`src/rtl/fvpd_pkg.sv`:
```
package fvpd_pkg;

    localparam int COUNT_W = 29;
    localparam int VALUE_W = 28;

    localparam logic [7:0] LEAD1_MASK = 8'h80;
    localparam logic [7:0] LEAD2_MASK = 8'hC0;
    localparam logic [7:0] LEAD3_MASK = 8'hE0;
    localparam logic [7:0] LEAD4_MASK = 8'hF0;
    localparam logic [7:0] LEAD2_CODE = 8'h80;
    localparam logic [7:0] LEAD3_CODE = 8'hC0;
    localparam logic [7:0] LEAD4_CODE = 8'hE0;
    localparam logic [7:0] BITS2_MASK = 8'h3F;
    localparam logic [7:0] BITS3_MASK = 8'h1F;
    localparam logic [7:0] BITS4_MASK = 8'h0F;

    localparam logic [VALUE_W-1:0] DUMMY_PULSE = 28'd300;

    localparam int QUEUE_DEPTH = 4;
    localparam int QPTR_W = $clog2(QUEUE_DEPTH);
    localparam int QCNT_W = $clog2(QUEUE_DEPTH + 1);

    typedef struct packed {
        logic [7:0] data_byte;
        logic       last_byte;
    } in_word_t;

    typedef struct packed {
        logic [VALUE_W-1:0] pulse_value;
        logic               is_dummy;
        logic               last;
    } out_word_t;

    // Results of one decoded byte: zero, one or two words, in order.
    typedef struct packed {
        logic      first_valid;
        logic      second_valid;
        out_word_t first;
        out_word_t second;
    } push_grp_t;

endpackage

```
`src/rtl/fvpd_decode.sv`:
```
module fvpd_decode
(
    input  logic                                clk,
    input  logic                                rst_n,
    input  logic                                cfg_we,
    input  logic [fvpd_pkg::COUNT_W-1:0]        cfg_wdata,
    input  logic                                fire,
    input  fvpd_pkg::in_word_t                  word,
    output fvpd_pkg::push_grp_t                 push
);

    logic [fvpd_pkg::COUNT_W-1:0] pulse_count_reg;
    logic [1:0]                   pending_reg;
    logic [1:0]                   pending_next;
    logic [fvpd_pkg::VALUE_W-1:0] accum_reg;
    logic [fvpd_pkg::VALUE_W-1:0] accum_next;
    logic [fvpd_pkg::COUNT_W-1:0] done_cnt_reg;
    logic [fvpd_pkg::COUNT_W-1:0] done_cnt_next;
    logic                         finished_reg;
    logic                         finished_next;

    logic                         skip;
    logic                         code_done;
    logic                         emit;
    logic                         close;
    logic [1:0]                   dec_pending;
    logic [fvpd_pkg::VALUE_W-1:0] dec_accum;
    logic [fvpd_pkg::COUNT_W-1:0] done_inc;
    logic [7:0]                   c;

    assign c = word.data_byte;
    assign skip = (pulse_count_reg == '0) || finished_reg;
    assign done_inc = done_cnt_reg + fvpd_pkg::COUNT_W'(1);

    // Lead-byte classification or continuation-byte accumulation.
    always_comb
    begin
        code_done   = 1'b0;
        emit        = 1'b0;
        dec_pending = pending_reg;
        dec_accum   = accum_reg;
        if (pending_reg != 2'd0)
        begin
            dec_accum   = {accum_reg[fvpd_pkg::VALUE_W-9:0], c};
            dec_pending = pending_reg - 2'd1;
            if (pending_reg == 2'd1)
            begin
                code_done = 1'b1;
                emit      = 1'b1;
            end
        end
        else if ((c & fvpd_pkg::LEAD1_MASK) == 8'h00)
        begin
            dec_accum = fvpd_pkg::VALUE_W'(c);
            code_done = 1'b1;
            emit      = 1'b1;
        end
        else if ((c & fvpd_pkg::LEAD2_MASK) == fvpd_pkg::LEAD2_CODE)
        begin
            dec_accum   = fvpd_pkg::VALUE_W'(c & fvpd_pkg::BITS2_MASK);
            dec_pending = 2'd1;
        end
        else if ((c & fvpd_pkg::LEAD3_MASK) == fvpd_pkg::LEAD3_CODE)
        begin
            dec_accum   = fvpd_pkg::VALUE_W'(c & fvpd_pkg::BITS3_MASK);
            dec_pending = 2'd2;
        end
        else if ((c & fvpd_pkg::LEAD4_MASK) == fvpd_pkg::LEAD4_CODE)
        begin
            dec_accum   = fvpd_pkg::VALUE_W'(c & fvpd_pkg::BITS4_MASK);
            dec_pending = 2'd3;
        end
        else
        begin
            // Reserved lead byte: counts as a code, produces no pulse word.
            code_done = 1'b1;
        end
    end

    assign close = !skip && ((code_done && (done_inc >= pulse_count_reg)) || word.last_byte);

    always_comb
    begin
        pending_next  = pending_reg;
        accum_next    = accum_reg;
        done_cnt_next = done_cnt_reg;
        finished_next = finished_reg;
        if (fire)
        begin
            if (!skip)
            begin
                pending_next = dec_pending;
                accum_next   = dec_accum;
                if (code_done)
                begin
                    done_cnt_next = done_inc;
                    accum_next    = '0;
                end
                if (close)
                begin
                    finished_next = 1'b1;
                    pending_next  = 2'd0;
                    accum_next    = '0;
                end
            end
            if (word.last_byte)
            begin
                pending_next  = 2'd0;
                accum_next    = '0;
                done_cnt_next = '0;
                finished_next = 1'b0;
            end
        end
    end

    always_comb
    begin
        push = '0;
        if (fire && !skip)
        begin
            if (emit)
            begin
                push.first_valid       = 1'b1;
                push.first.pulse_value = dec_accum;
                if (close)
                begin
                    push.second_valid       = 1'b1;
                    push.second.pulse_value = fvpd_pkg::DUMMY_PULSE;
                    push.second.is_dummy    = 1'b1;
                    push.second.last        = 1'b1;
                end
            end
            else if (close)
            begin
                push.first_valid       = 1'b1;
                push.first.pulse_value = fvpd_pkg::DUMMY_PULSE;
                push.first.is_dummy    = 1'b1;
                push.first.last        = 1'b1;
            end
        end
    end

    always_ff @(posedge clk or negedge rst_n)
    begin
        if (!rst_n)
        begin
            pulse_count_reg <= '0;
            pending_reg     <= 2'd0;
            accum_reg       <= '0;
            done_cnt_reg    <= '0;
            finished_reg    <= 1'b0;
        end
        else
        begin
            if (cfg_we)
            begin
                pulse_count_reg <= cfg_wdata;
            end
            pending_reg  <= pending_next;
            accum_reg    <= accum_next;
            done_cnt_reg <= done_cnt_next;
            finished_reg <= finished_next;
        end
    end

    a_second_needs_first: assert property (@(posedge clk) disable iff (!rst_n)
        push.second_valid |-> push.first_valid && push.second.is_dummy)
        else $error("second word without a first word or not a dummy");

    a_last_clears: assert property (@(posedge clk) disable iff (!rst_n)
        (fire && word.last_byte) |=> (done_cnt_reg == '0) && !finished_reg
            && (pending_reg == 2'd0))
        else $error("packet state not cleared after last byte");

    a_skip_silent: assert property (@(posedge clk) disable iff (!rst_n)
        (fire && skip) |-> !push.first_valid)
        else $error("word produced while output is disabled or packet finished");

endmodule

```
`src/rtl/fvpd_outq.sv`:
```
module fvpd_outq
(
    input  logic                 clk,
    input  logic                 rst_n,
    input  fvpd_pkg::push_grp_t  push,
    output logic                 room,
    output logic                 dn_valid,
    input  logic                 dn_stall,
    output fvpd_pkg::out_word_t  dn_data
);

    fvpd_pkg::out_word_t              mem_reg [fvpd_pkg::QUEUE_DEPTH];
    logic [fvpd_pkg::QPTR_W-1:0]      wr_ptr_reg;
    logic [fvpd_pkg::QPTR_W-1:0]      wr_ptr_next;
    logic [fvpd_pkg::QPTR_W-1:0]      rd_ptr_reg;
    logic [fvpd_pkg::QPTR_W-1:0]      rd_ptr_next;
    logic [fvpd_pkg::QCNT_W-1:0]      count_reg;
    logic [fvpd_pkg::QCNT_W-1:0]      count_next;
    logic [fvpd_pkg::QPTR_W-1:0]      wr_ptr_plus1;
    logic [fvpd_pkg::QCNT_W-1:0]      push_num;
    logic                             pop;

    // Two free entries are always kept for a byte that yields two words.
    assign room = (count_reg <= fvpd_pkg::QCNT_W'(fvpd_pkg::QUEUE_DEPTH - 2));
    assign dn_valid = (count_reg != '0);
    assign dn_data  = mem_reg[rd_ptr_reg];
    assign pop      = dn_valid && !dn_stall;

    assign wr_ptr_plus1 = wr_ptr_reg + fvpd_pkg::QPTR_W'(1);
    assign push_num = fvpd_pkg::QCNT_W'(push.first_valid)
                    + fvpd_pkg::QCNT_W'(push.second_valid);
    assign wr_ptr_next = wr_ptr_reg + fvpd_pkg::QPTR_W'(push_num);
    assign rd_ptr_next = rd_ptr_reg + fvpd_pkg::QPTR_W'(pop);
    assign count_next  = count_reg + push_num - fvpd_pkg::QCNT_W'(pop);

    always_ff @(posedge clk)
    begin
        if (push.first_valid)
        begin
            mem_reg[wr_ptr_reg] <= push.first;
        end
        if (push.second_valid)
        begin
            mem_reg[wr_ptr_plus1] <= push.second;
        end
    end

    always_ff @(posedge clk or negedge rst_n)
    begin
        if (!rst_n)
        begin
            wr_ptr_reg <= '0;
            rd_ptr_reg <= '0;
            count_reg  <= '0;
        end
        else
        begin
            wr_ptr_reg <= wr_ptr_next;
            rd_ptr_reg <= rd_ptr_next;
            count_reg  <= count_next;
        end
    end

    a_no_overflow: assert property (@(posedge clk) disable iff (!rst_n)
        push.first_valid |-> (count_reg <= fvpd_pkg::QCNT_W'(fvpd_pkg::QUEUE_DEPTH - 2)))
        else $error("push into queue without two free entries");

    a_count_bound: assert property (@(posedge clk) disable iff (!rst_n)
        count_reg <= fvpd_pkg::QCNT_W'(fvpd_pkg::QUEUE_DEPTH))
        else $error("queue count out of range");

    a_ptr_track: assert property (@(posedge clk) disable iff (!rst_n)
        (wr_ptr_reg - rd_ptr_reg) == count_reg[fvpd_pkg::QPTR_W-1:0])
        else $error("queue pointers disagree with count");

endmodule

```
`src/rtl/flux_varint_pulse_decoder_top.sv`:
```
// Flux pulse varint decoder.
//
// Upstream channel (up_valid / up_stall / up_data) carries one byte of an
// unpacked flux-stream packet per word, with last_byte marking the packet's
// final byte. Downstream channel (dn_valid / dn_stall / dn_data) carries the
// decoded pulse lengths; each packet that produces output closes with a dummy
// pulse of 300 flagged by is_dummy and last. The pulse_count register must be
// written via cfg_we / cfg_wdata only while the block is idle (unenforced).
//
// An accepted byte is held in an input register, decoded there, and its
// results are written into a four-entry output queue. A second result (the
// dummy after a final pulse) is written together with the first and follows
// it on dn_valid / dn_data. A zero pulse_count mutes the block.
// One byte is accepted every cycle as long as the queue has two free
// entries, so throughput is one byte per cycle and one result per cycle;
// the downstream port limits the rate when bytes yield two results.
// When the receiver stalls, the queue fills and up_stall rises once it holds
// more than two words while a byte is held. Reset clears the register, the
// packet state and the queue; the first byte after reset starts a new packet.
module flux_varint_pulse_decoder_top
(
    input  logic                          clk,
    input  logic                          rst_n,
    input  logic                          cfg_we,
    input  logic [fvpd_pkg::COUNT_W-1:0]  cfg_wdata,
    input  logic                          up_valid,
    output logic                          up_stall,
    input  fvpd_pkg::in_word_t            up_data,
    output logic                          dn_valid,
    input  logic                          dn_stall,
    output fvpd_pkg::out_word_t           dn_data
);

    fvpd_pkg::in_word_t  in_word_reg;
    logic                in_valid_reg;
    logic                in_valid_next;
    logic                room;
    logic                fire;
    fvpd_pkg::push_grp_t push;

    // The held byte is decoded once the queue can take two words.
    assign fire     = in_valid_reg && room;
    assign up_stall = in_valid_reg && !room;
    assign in_valid_next = up_stall ? in_valid_reg : up_valid;

    always_ff @(posedge clk)
    begin
        if (up_valid && !up_stall)
        begin
            in_word_reg <= up_data;
        end
    end

    always_ff @(posedge clk or negedge rst_n)
    begin
        if (!rst_n)
        begin
            in_valid_reg <= 1'b0;
        end
        else
        begin
            in_valid_reg <= in_valid_next;
        end
    end

    fvpd_decode u_decode
    (
        .clk       (clk),
        .rst_n     (rst_n),
        .cfg_we    (cfg_we),
        .cfg_wdata (cfg_wdata),
        .fire      (fire),
        .word      (in_word_reg),
        .push      (push)
    );

    fvpd_outq u_outq
    (
        .clk      (clk),
        .rst_n    (rst_n),
        .push     (push),
        .room     (room),
        .dn_valid (dn_valid),
        .dn_stall (dn_stall),
        .dn_data  (dn_data)
    );

    a_hold_when_stalled: assert property (@(posedge clk) disable iff (!rst_n)
        up_stall |=> in_valid_reg && $stable(in_word_reg))
        else $error("held byte lost while input stalled");

    a_fire_drains: assert property (@(posedge clk) disable iff (!rst_n)
        (fire && !(up_valid && !up_stall)) |=> !in_valid_reg)
        else $error("input register still valid after decode with no new byte");

    a_push_needs_fire: assert property (@(posedge clk) disable iff (!rst_n)
        push.first_valid |-> fire)
        else $error("queue write without a decoded byte");

endmodule
```
`config.mk`:
```
export PLATFORM = sky130hd
export DESIGN_NAME = flux_varint_pulse_decoder_top
export DESIGN_NICKNAME = d
export VERILOG_FILES = /design/src/rtl/fvpd_pkg.sv /design/src/rtl/fvpd_decode.sv /design/src/rtl/fvpd_outq.sv /design/src/rtl/flux_varint_pulse_decoder_top.sv
export SDC_FILE = /design/constraint.sdc
export NUM_CORES = 1
export LEC_CHECK = 0
export ABC_AREA = 1
export ABC_CLOCK_PERIOD_IN_PS = 4700
export BUFFER_PORTS_ARGS = -buffer_cell sky130_fd_sc_hd__buf_2
export CORE_ASPECT_RATIO = 1.25
export CORE_MARGIN = 8
export CORE_UTILIZATION = 35
export DETAILED_ROUTE_END_ITERATION = 7
export GPL_TIMING_DRIVEN = 0
export PLACE_DENSITY_LB_ADDON = 0.05
export REMOVE_ABC_BUFFERS = 1
export SYNTH_ARGS = -nofsm -noshare
export SYNTH_HDL_FRONTEND = slang
export SYNTH_SLANG_ARGS = --single-unit
```
`constraint.sdc`:
```
create_clock -name clk -period 4.7 [get_ports clk]
set_input_delay 0.94 -clock clk [delete_from_list [all_inputs] [get_ports clk]]
set_output_delay 0.94 -clock clk [all_outputs]
set_load 0.05 [all_outputs]
```
==> impl_metrics.csv, run 1 <==
group,metric,value,unit
placed_design,hpwl,21.9,mm
power_and_ir_drop,p_per_area,625,mW/mm2
floorplanning,pin_count,75,
floorplanning,die_height,216,um
power_and_ir_drop,p_comb_share,41.6,%
power_and_ir_drop,p_total,8.19,mW
grt,grt_max_degree,58,
drt,firstDrtPassIters,4,
synthesis,ys_types,41,
clock_network,cts_buffer_depth,3,
cells_and_area,seq_area,0.00523,mm2
timing,setup_viol_count_final,0,
synthesis,syn_inst,1484,
floorplanning,core_region_area,0.0317,mm2
drt,vias,9778,
power_and_ir_drop,power.internal,4.46,mW
cells_and_area,multi_input_comb_area,0.00526,mm2
grt,antenna_found_initial,0,
synthesis,async_reset_ff_share,43.7,%
timing,slew_headroom,22.7,%
timing,max_clock_freq,221,MHz
drt,ant_nets,0,
setup_path,cp.required,4.91,ns
synthesis,synth-seq-area-share,46.4,%
clock_network,clock-root-buffer,"clkbuf_16",
synthesis,synth-xor-area-share,1.95,%
setup_path,timing.rr.start,"u_decode.done_cnt_reg[0]",
drt,finalWirelength,34.8,mm
power_and_ir_drop,swShare,45.5,%
timing,fin_crit,4.52,ns
setup_path,rr_worst_depth,20,
grt,grt_overflow_total,0,
synthesis,synth_enable_flop_cells,29,
cells_and_area,area_growth,16.5,%
floorplanning,fp.dieW,176,um
clock_network,cts-buffers-inserted,27,
grt,grt_pass1_vias,9948,
timing,rsz0062_at_grt,"yes",
power_and_ir_drop,clkPwrFrac,26.9,%
synthesis,synth_top_family_by_area,"simple AND/OR/NAND/NOR gates",
grt,grt.total_usage,18.1,%
cells_and_area,final_cell_mix,"nand2_1 (345), inv_1 (156), nor2_1 (154)",
clock_network,cts.clk_slew.worst_paths,0.06,ns
clock_network,clock_latency,0.54,ns
drt,wire_per_inst,17.8,um
floorplanning,start_util,35.5,%
synthesis,ys.flop_type,"dfrtp_1",
floorplanning,num_rows,73,
synthesis,synth_area,0.0112,mm2
grt,grt_first_pass_wirelength,54.9,mm
timing,clock-skew-final,0.0125,ns
synthesis,ys.warnings.count,0,
synthesis,synth_fa_ha_area_share,4.18,%
cells_and_area,layout-drive-gt1-share,12.8,%
setup_path,worst_setup_path_end_kind,"flop",
timing,period_share,96.1,%
setup_path,cp-start-kind,"flop",
timing,worstMarginPinSlew,1.15,ns
setup_path,rrSetupSlack,0.18,ns
cells_and_area,final_common_cell,"nand2_1",
setup_path,cp_max_fo,30,
placed_design,port_buffers,74,
cells_and_area,layout.nets,1604,
cells_and_area,fill_cells,3355,
drt,viasPerCell,5.00,
synthesis,synth_mux_area_share,0.278,%
clock_network,h-tree-depth,1,
flow_run,drv_cap,0,
timing,tns,0,ns
timing,slew_violations,0,
timing,hold_violations,0,
power_and_ir_drop,netSwitchingPower,3.73,mW
synthesis,synth_top_cell_area_share,21.6,%
cells_and_area,antenna_cells,0,
setup_path,cp_data_arrival_time,4.73,ns
clock_network,hold_buffers,0,
cells_and_area,post-route-util,41.3,%
synthesis,synth_top_area_cell,"dfrtp_1",
cells_and_area,largest_reg_flops,116,
synthesis,synthTopCellsByArea,"dfrtp_1 (22%), dfxtp_1 (17%), nand2_1 (12%), edfxtp_1 (7.7%), o21ai_0 (6.2%)",
drt,drtIter0Drc,556,
synthesis,ys_seq_elements,222,
synthesis,synth.avg_cell_area,7.58,um2
cells_and_area,finalNonFillerCells,1957,
synthesis,synth_simple_gate_area_share,26.0,%
placed_design,gp_congestion,0.844,
placed_design,place_inst,1896,
floorplanning,die-area,0.0381,mm2
synthesis,synth_compound_area_share,12.4,%
setup_path,worstSetupPathType,"reg -> reg",
clock_network,clkSinkCount,222,
setup_path,timing.rr.end,"u_outq.mem_reg[3][5]",
power_and_ir_drop,leakage,6.30,nW
drt,drcViolationCount,0,
clock_network,cts_tree,"yes",
hold_path,hold_class,"in -> async",
power_and_ir_drop,peakVddDrop,264,uV
power_and_ir_drop,seqPwrFrac,31.5,%
status,outcome,"completed",
power by group through the flow:
stage	logic, mW	clock network, mW	registers [mW]
after global routing	3.76	2.32	2.63
after detailed placement	3.36	0	2.60
after floorplan	2.28	0	2.52
after global placement	3.26	0	2.64
after CTS	3.45	2.26	2.57
final	3.41	2.20	2.58
worst max path at each step:
| stage | startpoint | end | slack [ns] | depth (start not counted) |
|---|---|---|---|---|
| CTS | u_decode.done_cnt_reg[0] | u_outq.count_reg[2] | 0.006 | 27 |
| global placement | u_outq.rd_ptr_reg[0] | dn_data[2] | -1.28 | 5 |
| finish | u_decode.done_cnt_reg[0] | u_outq.mem_reg[3][5] | 0.18 | 20 |
| global route | u_decode.done_cnt_reg[0] | u_outq.count_reg[2] | -0.09 | 25 |
| detailed placement | u_decode.done_cnt_reg[0] | u_outq.mem_reg[0][7] | -0.95 | 19 |
| floorplan | u_outq.rd_ptr_reg[0] | dn_data[0] | 0.37 | 3 |
synthesized netlist by cell type, drive strengths merged, types with 7 or more instances:
cell type and instances:
a21oi 34, buf 35, clkbuf 43, dfrtp 97
dfxtp 96, edfxtp 29, ha 36, inv 165
nand2 360, nand3 132, nand4 15, nor2 166
nor3 19, o21ai 151, o22ai 58, o31ai 7
xor2 23
final cells by class:
cell class | count | area share [%]
repair inverters | 1 | 0.0382
inverters | 166 | 4.79
multi-input cells | 1019 | 40.2
flip-flops and latches | 222 | 39.9
repair buffers | 87 | 3.99
clock inverters | 18 | 1.48
clock buffers | 32 | 5.69
well taps | 412 | 3.94
worst max-delay path: stages, from the launching register on:
cell	delay (ns)
dfrtp_2	0.47
nand3_4	0.13
nor2_4	0.13
nand3_2	0.14
nor3_4	0.28
nand2_2	0.13
nor3_2	0.14
xor2_1	0.24
inv_1	0.07
ha_1	0.29
nand3_1	0.11
nor2_2	0.17
nand2_1	0.09
nor3_1	0.14
nand2_1	0.11
nand2_4	0.12
nand3_2	0.10
nor2_4	0.18
buf_4	0.15
nand2_2	0.49
nand2_1	0.48
per-stage QoR:
step / hold slack (ns) / worst slack [ns] / instance area, um2
finish: 0.436 / 0.183 / 13100
global route: 0.477 / -0.0870 / 13100
CTS: 0.448 / 0.00578 / 13000
detailed placement: 0.453 / -0.950 / 11900
global placement: 0.450 / -1.28 / 11800
floorplan: 0.443 / 0.367 / 10900
layer usage:
metal | GRT usage, % | share of wire [%]
met1 | 21.2 | 42
met2 | 33.4 | 52
met3 | 2.37 | 3.5
met4 | 5.41 | 2.5
met5 | 0 | 0
kinds of logic after synthesis:
logic type / Yosys count
mux: 3
xor+xnor: 25
simple gates: 698
compound gates: 255
buf+inv: 244
flops: 222
fa+ha+maj: 37
repair_timing:
item / CTS / global route
gates resized for setup: 17 / 26
setup endpoints to repair: 130 / 25
cloned: 1 / 1
buffers inserted: 6 / 3
pin swaps: 3 / 7
No activity file was read; power rests on OpenSTA's default activity.
==> run 2, diff against run 1 <==
- CORE_UTILIZATION: 35 -> 50
==> impl_metrics.csv, run 2 (same netlist as run 1, synthesis figures left out) <==
group,metric,value,unit
status,outcome,"completed",
grt,grt_max_degree,58,
cells_and_area,final_area,0.0128,mm2
drt,drtIter0Drc,728,
setup_path,cp_max_fo,30,
clock_network,clock-root-buffer,"clkbuf_16",
setup_path,worstSetupPathType,"reg -> reg",
floorplanning,num_rows,61,
placed_design,place_inst,1769,
timing,period_share,93.2,%
grt,grt_overflow_total,0,
drt,vias,9922,
cells_and_area,finalNonFillerCells,1821,
timing,hold_violations,0,
flow_run,drv_cap,0,
grt,grt_pass1_vias,9897,
timing,setup_viol_count_final,0,
cells_and_area,post-route-util,58.0,%
clock_network,hold_buffers,0,
timing,slew_violations,0,
setup_path,worst_setup_path_end_kind,"flop",
clock_network,cts_tree,"yes",
drt,drcViolationCount,0,
floorplanning,fp.dieW,150,um
drt,viasPerCell,5.45,
clock_network,h-tree-depth,1,
placed_design,gp_congestion,0.893,
drt,ant_nets,0,
hold_path,hold_class,"in -> async",
clock_network,clock_latency,0.52,ns
setup_path,critPathLaunch,"u_decode.done_cnt_reg[0]",
cells_and_area,antenna_cells,0,
placed_design,port_buffers,74,
cells_and_area,layout-drive-gt1-share,11.8,%
placed_design,postPlaceCellArea,0.0117,mm2
timing,tns,0,ns
timing,slew_headroom,27.3,%
grt,antenna_found_initial,0,
clock_network,clkSinkCount,222,
placed_design,hpwl,20.4,mm
clock_network,cts.clk_slew.worst_paths,0.06,ns
drt,firstDrtPassIters,5,
floorplanning,die-area,0.0276,mm2
drt,finalWirelength,31.1,mm
setup_path,timing.rr.start,"u_decode.done_cnt_reg[0]",
power_and_ir_drop,p_per_area,618,mW/mm2
cells_and_area,fill_cells,2153,
setup_path,cp.required,4.89,ns
setup_path,timing.rr.end,"u_outq.mem_reg[2][4]",
drt,wire_per_inst,17.1,um
power_and_ir_drop,peakVddDrop,368,uV
clock_network,cts_buffer_depth,3,
setup_path,cp-endpoint,"u_outq.mem_reg[2][4]",
floorplanning,core_region_area,0.0221,mm2
power_and_ir_drop,leakage,6.28,nW
grt,grt_first_pass_wirelength,50.9,mm
power_and_ir_drop,p_total,7.93,mW
cells_and_area,final_common_cell,"nand2_1",
timing,fin_crit,4.38,ns
floorplanning,die_height,184,um
setup_path,cp_data_arrival_time,4.57,ns
setup_path,cp-start-kind,"flop",
clock_network,cts-buffers-inserted,24,
timing,max_clock_freq,228,MHz
timing,worstMarginPinSlew,1.08,ns
cells_and_area,largest_reg_flops,116,
grt,grt.total_usage,23.0,%
cells_and_area,layout.nets,1600,
cells_and_area,area_growth,14.1,%
setup_path,rr_worst_depth,22,
floorplanning,start_util,50.8,%
cells_and_area,final_cell_mix,"nand2_1 (347), inv_1 (157), nor2_1 (154)",
floorplanning,pin_count,75,
setup_path,rrSetupSlack,0.32,ns
timing,clock-skew-final,0.0128,ns
run 2: worst min path at each step:
stage	from	to	depth (start not counted)
3_5_place_dp	u_outq.mem_reg[2][19]	u_outq.mem_reg[2][19]	2
4_1_cts	rst_n	u_decode.accum_reg[23]	1
2_1_floorplan	u_outq.mem_reg[1][13]	u_outq.mem_reg[1][13]	2
5_1_grt	rst_n	u_decode.accum_reg[23]	1
3_3_place_gp	u_outq.mem_reg[1][18]	u_outq.mem_reg[1][18]	2
6_report	rst_n	u_decode.accum_reg[23]	1
run 2: final cells by class:
type	count	area [um2]	area share, %
clock buffer	31	711	5.54
clock inverter	13	134	1.04
inverter	166	623	4.86
multi-input combinational	1019	5240	40.8
sequential	222	5230	40.7
tap	283	354	2.76
timing repair buffer	87	551	4.29
run 2: metal layers:
layer / vias up / routed length, um / GRT usage [%]
met1: 4679 / 12600 / 26.4
li1: 4926 / - / -
met5: - / 0 / 0
met4: 0 / 1150 / 9.70
met3: 66 / 1360 / 2.44
met2: 251 / 16000 / 42.2
run 2: repair_timing:
action / in CTS / in global routing
buffers inserted: 5 / 2
setup endpoints to repair: 138 / 82
resized for setup: 13 / 27
cloned: 1 / 0
pin swaps: 3 / 5
run 2: worst max-delay path, cell delays in order, from the launching register on:
cell and delay, ns:
dfrtp_2 0.46, ha_4 0.20, nand3_4 0.12, nor3_4 0.27, nand2_1 0.13, inv_1 0.08
nand2_1 0.06, inv_1 0.07, nand2_1 0.08, xor2_2 0.16, inv_1 0.06, ha_1 0.30
nand3_1 0.10, nor2_2 0.17, nand2_1 0.09, nor3_1 0.14, nand2_1 0.12, nand2_4 0.12
nand3_2 0.10, nor2_4 0.13, buf_4 0.17, nand2_2 0.47, nand2_1 0.45
run 2: where the power goes:
group	internal, mW	switching, mW	leakage (nW)
Clock	1.23	0.780	0.419
Combinational	0.848	2.53	3.54
Sequential	2.29	0.259	2.33
run 2: through the flow:
step,setup slack (ns),hold WS (ns)
6_report,0.322,0.432
5_1_grt,-0.0444,0.464
4_1_cts,0.0162,0.445
3_5_place_dp,-0.594,0.453
3_3_place_gp,-0.783,0.449
2_1_floorplan,0.367,0.443
==> run 3, diff against run 2 <==
- SYNTH_HIERARCHICAL: not set -> 1
==> impl_metrics.csv, run 3 <==
group,metric,value,unit
power_and_ir_drop,swShare,46.5,%
timing,period_share,96.4,%
floorplanning,die_height,200,um
setup_path,crit_slowest_cell,"dfrtp_1",
drt,finalWirelength,36.5,mm
synthesis,synth.avg_cell_area,7.69,um2
timing,rsz0062_at_grt,"yes",
setup_path,worstSetupPathType,"reg -> reg",
drt,drcViolationCount,0,
clock_network,h-tree-depth,1,
cells_and_area,area_growth,13.6,%
power_and_ir_drop,seqPwrFrac,35.1,%
timing,setup_viol_count_final,0,
power_and_ir_drop,p_comb_share,43.0,%
grt,grt_overflow_total,0,
cells_and_area,layout.nets,1885,
timing,tns,0,ns
power_and_ir_drop,power.internal,4.39,mW
floorplanning,fp.dieW,163,um
drt,viasPerCell,5.28,
grt,grt_max_degree,58,
synthesis,synth.most_common_cell,"nand2_1",
synthesis,synth_area,0.0135,mm2
synthesis,ys_seq_elements,226,
drt,drtIter0Drc,668,
cells_and_area,final_cell_mix,"nand2_1 (532), inv_1 (297), nand3_1 (132)",
cells_and_area,layout-drive-gt1-share,13.1,%
floorplanning,start_util,50.6,%
synthesis,synth-seq-area-share,46.7,%
hold_path,hold_class,"in -> async",
synthesis,ys_types,42,
power_and_ir_drop,netSwitchingPower,3.82,mW
flow_run,drv_cap,0,
placed_design,port_buffers,74,
clock_network,cts-buffers-inserted,24,
synthesis,synth_enable_flop_cells,129,
clock_network,cts.clk_slew.worst_paths,0.06,ns
clock_network,cts_buffer_depth,3,
power_and_ir_drop,p_per_area,536,mW/mm2
setup_path,cp-start-kind,"flop",
placed_design,place_ws,-1.85,ns
power_and_ir_drop,clkPwrFrac,21.9,%
grt,met1_usage,26.0,%
cells_and_area,fill_cells,2486,
clock_network,clock_latency,0.52,ns
synthesis,syn_inst,1754,
synthesis,ys.warnings.count,6,
clock_network,cts_tree,"yes",
setup_path,cp_num_buf_inv,9,
placed_design,hpwl,22.3,mm
power_and_ir_drop,leakage,7.24,nW
status,outcome,"completed",
synthesis,synth_top_area_cell,"edfxtp_1",
grt,grt.total_usage,22.3,%
setup_path,worst_setup_path_end_kind,"flop",
synthesis,synth_common_cells,"nand2_1 (548), inv_1 (301), nand3_1 (134)",
timing,slew_violations,0,
synthesis,ys.flop_type,"edfxtp_1",
drt,vias,11500,
synthesis,async_reset_ff_share,42.9,%
timing,fin_crit,4.53,ns
timing,slew_headroom,3.75,%
placed_design,gp_congestion,0.901,
timing,layout_setup_ws,0.169,ns
grt,grt_pass1_vias,11200,
grt,busiest_layer,"met2",
floorplanning,core_region_area,0.0267,mm2
grt,met3_usage,2.35,%
timing,max_clock_freq,221,MHz
cells_and_area,antenna_cells,0,
timing,hold_violations,0,
floorplanning,die-area,0.0325,mm2
clock_network,clkSinkCount,226,
clock_network,clock-root-buffer,"clkbuf_16",
grt,grtUsageMet2,40.9,%
cells_and_area,largest_reg_flops,120,
setup_path,cp_slowest_stage_delay,0.39,ns
floorplanning,pin_count,75,
drt,wire_per_inst,16.8,um
setup_path,cp.required,5.11,ns
setup_path,cp_data_arrival_time,4.94,ns
timing,worstMarginPinSlew,1.44,ns
floorplanning,num_rows,67,
synthesis,synth_top_cell_area_share,28.7,%
grt,grt_first_pass_wirelength,57.6,mm
grt,antenna_found_initial,0,
setup_path,cpLargestDelayFamily,"simple AND/OR/NAND/NOR gates",
drt,firstDrtPassIters,5,
power_and_ir_drop,peakVddDrop,307,uV
setup_path,cp_max_fo,5,
timing,clock-skew-final,0.0127,ns
cells_and_area,final_common_cell,"nand2_1",
drt,ant_nets,0,
synthesis,synthTopCellsByArea,"edfxtp_1 (29%), dfrtp_1 (18%), nand2_1 (15%), inv_1 (8.4%), nand3_1 (5.0%)",
[run 3: cell count changes in the layout (fill, tap and decap cells not counted), sizes merged, moves of 29 or more]
cell    change
buf        +29
dfxtp      -96
edfxtp    +100
inv       +141
nand2     +193
nand4      +61
nor2       -75
o21ai      -29
o22ai      -37
[run 3: final timing paths]
path	depth (start not counted)	startpoint	to	slack [ns]
setup / recovery	32	u_decode/done_cnt_reg[1]	u_outq/count_reg[2]	0.17
hold / removal	1	rst_n	u_decode/pulse_count_reg[27]	0.42
setup reg to reg	32	u_decode/done_cnt_reg[1]	u_outq/count_reg[2]	0.17
hold reg to reg	2	u_decode/accum_reg[1]	u_decode/accum_reg[1]	0.48
max in group asynchronous	2	rst_n	u_decode/done_cnt_reg[0]	3.57
min in group clk	2	u_decode/accum_reg[1]	u_decode/accum_reg[1]	0.48
[run 3: cell families (layout without fill, tap and decap cells)]
group | Yosys count | after routing | share of synthesized area (%)
AO/OA/AOI/OAI | 166 | 166 | 6.65
XOR/XNOR | 23 | 23 | 1.49
adder cells (fa/ha/maj) | 37 | 37 | 3.49
buffers and inverters | 426 | 467 | 13.4
flip-flops | 226 | 226 | 46.7
multiplexers | 1 | 1 | 0.0835
other | 1 | 24 | 0.0278
AND/OR/NAND/NOR | 874 | 879 | 28.1
[run 3: repair_timing]
item / CTS / global route
endpoints found under the hold margin: 0 / 0
cloned: 4 / 1
hold buffers: 0 / 0
gates resized for setup: 30 / 40
setup endpoints to repair: 245 / 153
setup buffers: 10 / 18
pin swaps: 9 / 25
[run 3: area by class of cell]
class	instances	area, um2	area share [%]
flip-flops and latches	226	6310	41.2
clock inverters	12	76.3	0.498
multi-input cells	1130	5860	38.3
well taps	345	432	2.82
clock buffers	32	652	4.26
repair buffers	116	833	5.44
inverters	307	1150	7.53
[run 3: power groups by stage]
stage          registers, mW  clock network, mW  logic [mW]
6_report                2.88               1.80        3.52
5_1_grt                 2.92               1.90        3.88
4_1_cts                 2.87               1.83        3.51
3_5_place_dp            2.90                  0        3.40
3_3_place_gp            2.95                  0        3.23
2_1_floorplan           2.78                  0        2.35
[run 3: layer usage]
| layer | part of all wire [%] | vias up |
|---|---|---|
| li1 | - | 5658 |
| met1 | 40 | 5375 |
| met2 | 51 | 328 |
| met3 | 4.9 | 90 |
| met4 | 3.5 | 0 |
| met5 | 0 | - |
[run 3: through the flow]
stage                     hold WS, ns  util (%)  power, mW  instances  cell area, um2
after detailed placement        0.469      52.4       6.29       2091           14000
final                           0.417      57.5       8.20       2168           15300
after floorplan                 0.449         -       5.12       1658           12900
after global placement          0.466      51.5       6.18       2077           13700
after global routing            0.459      57.5       8.70       2168           15300
after CTS                       0.423      56.2       8.21       2149           15000
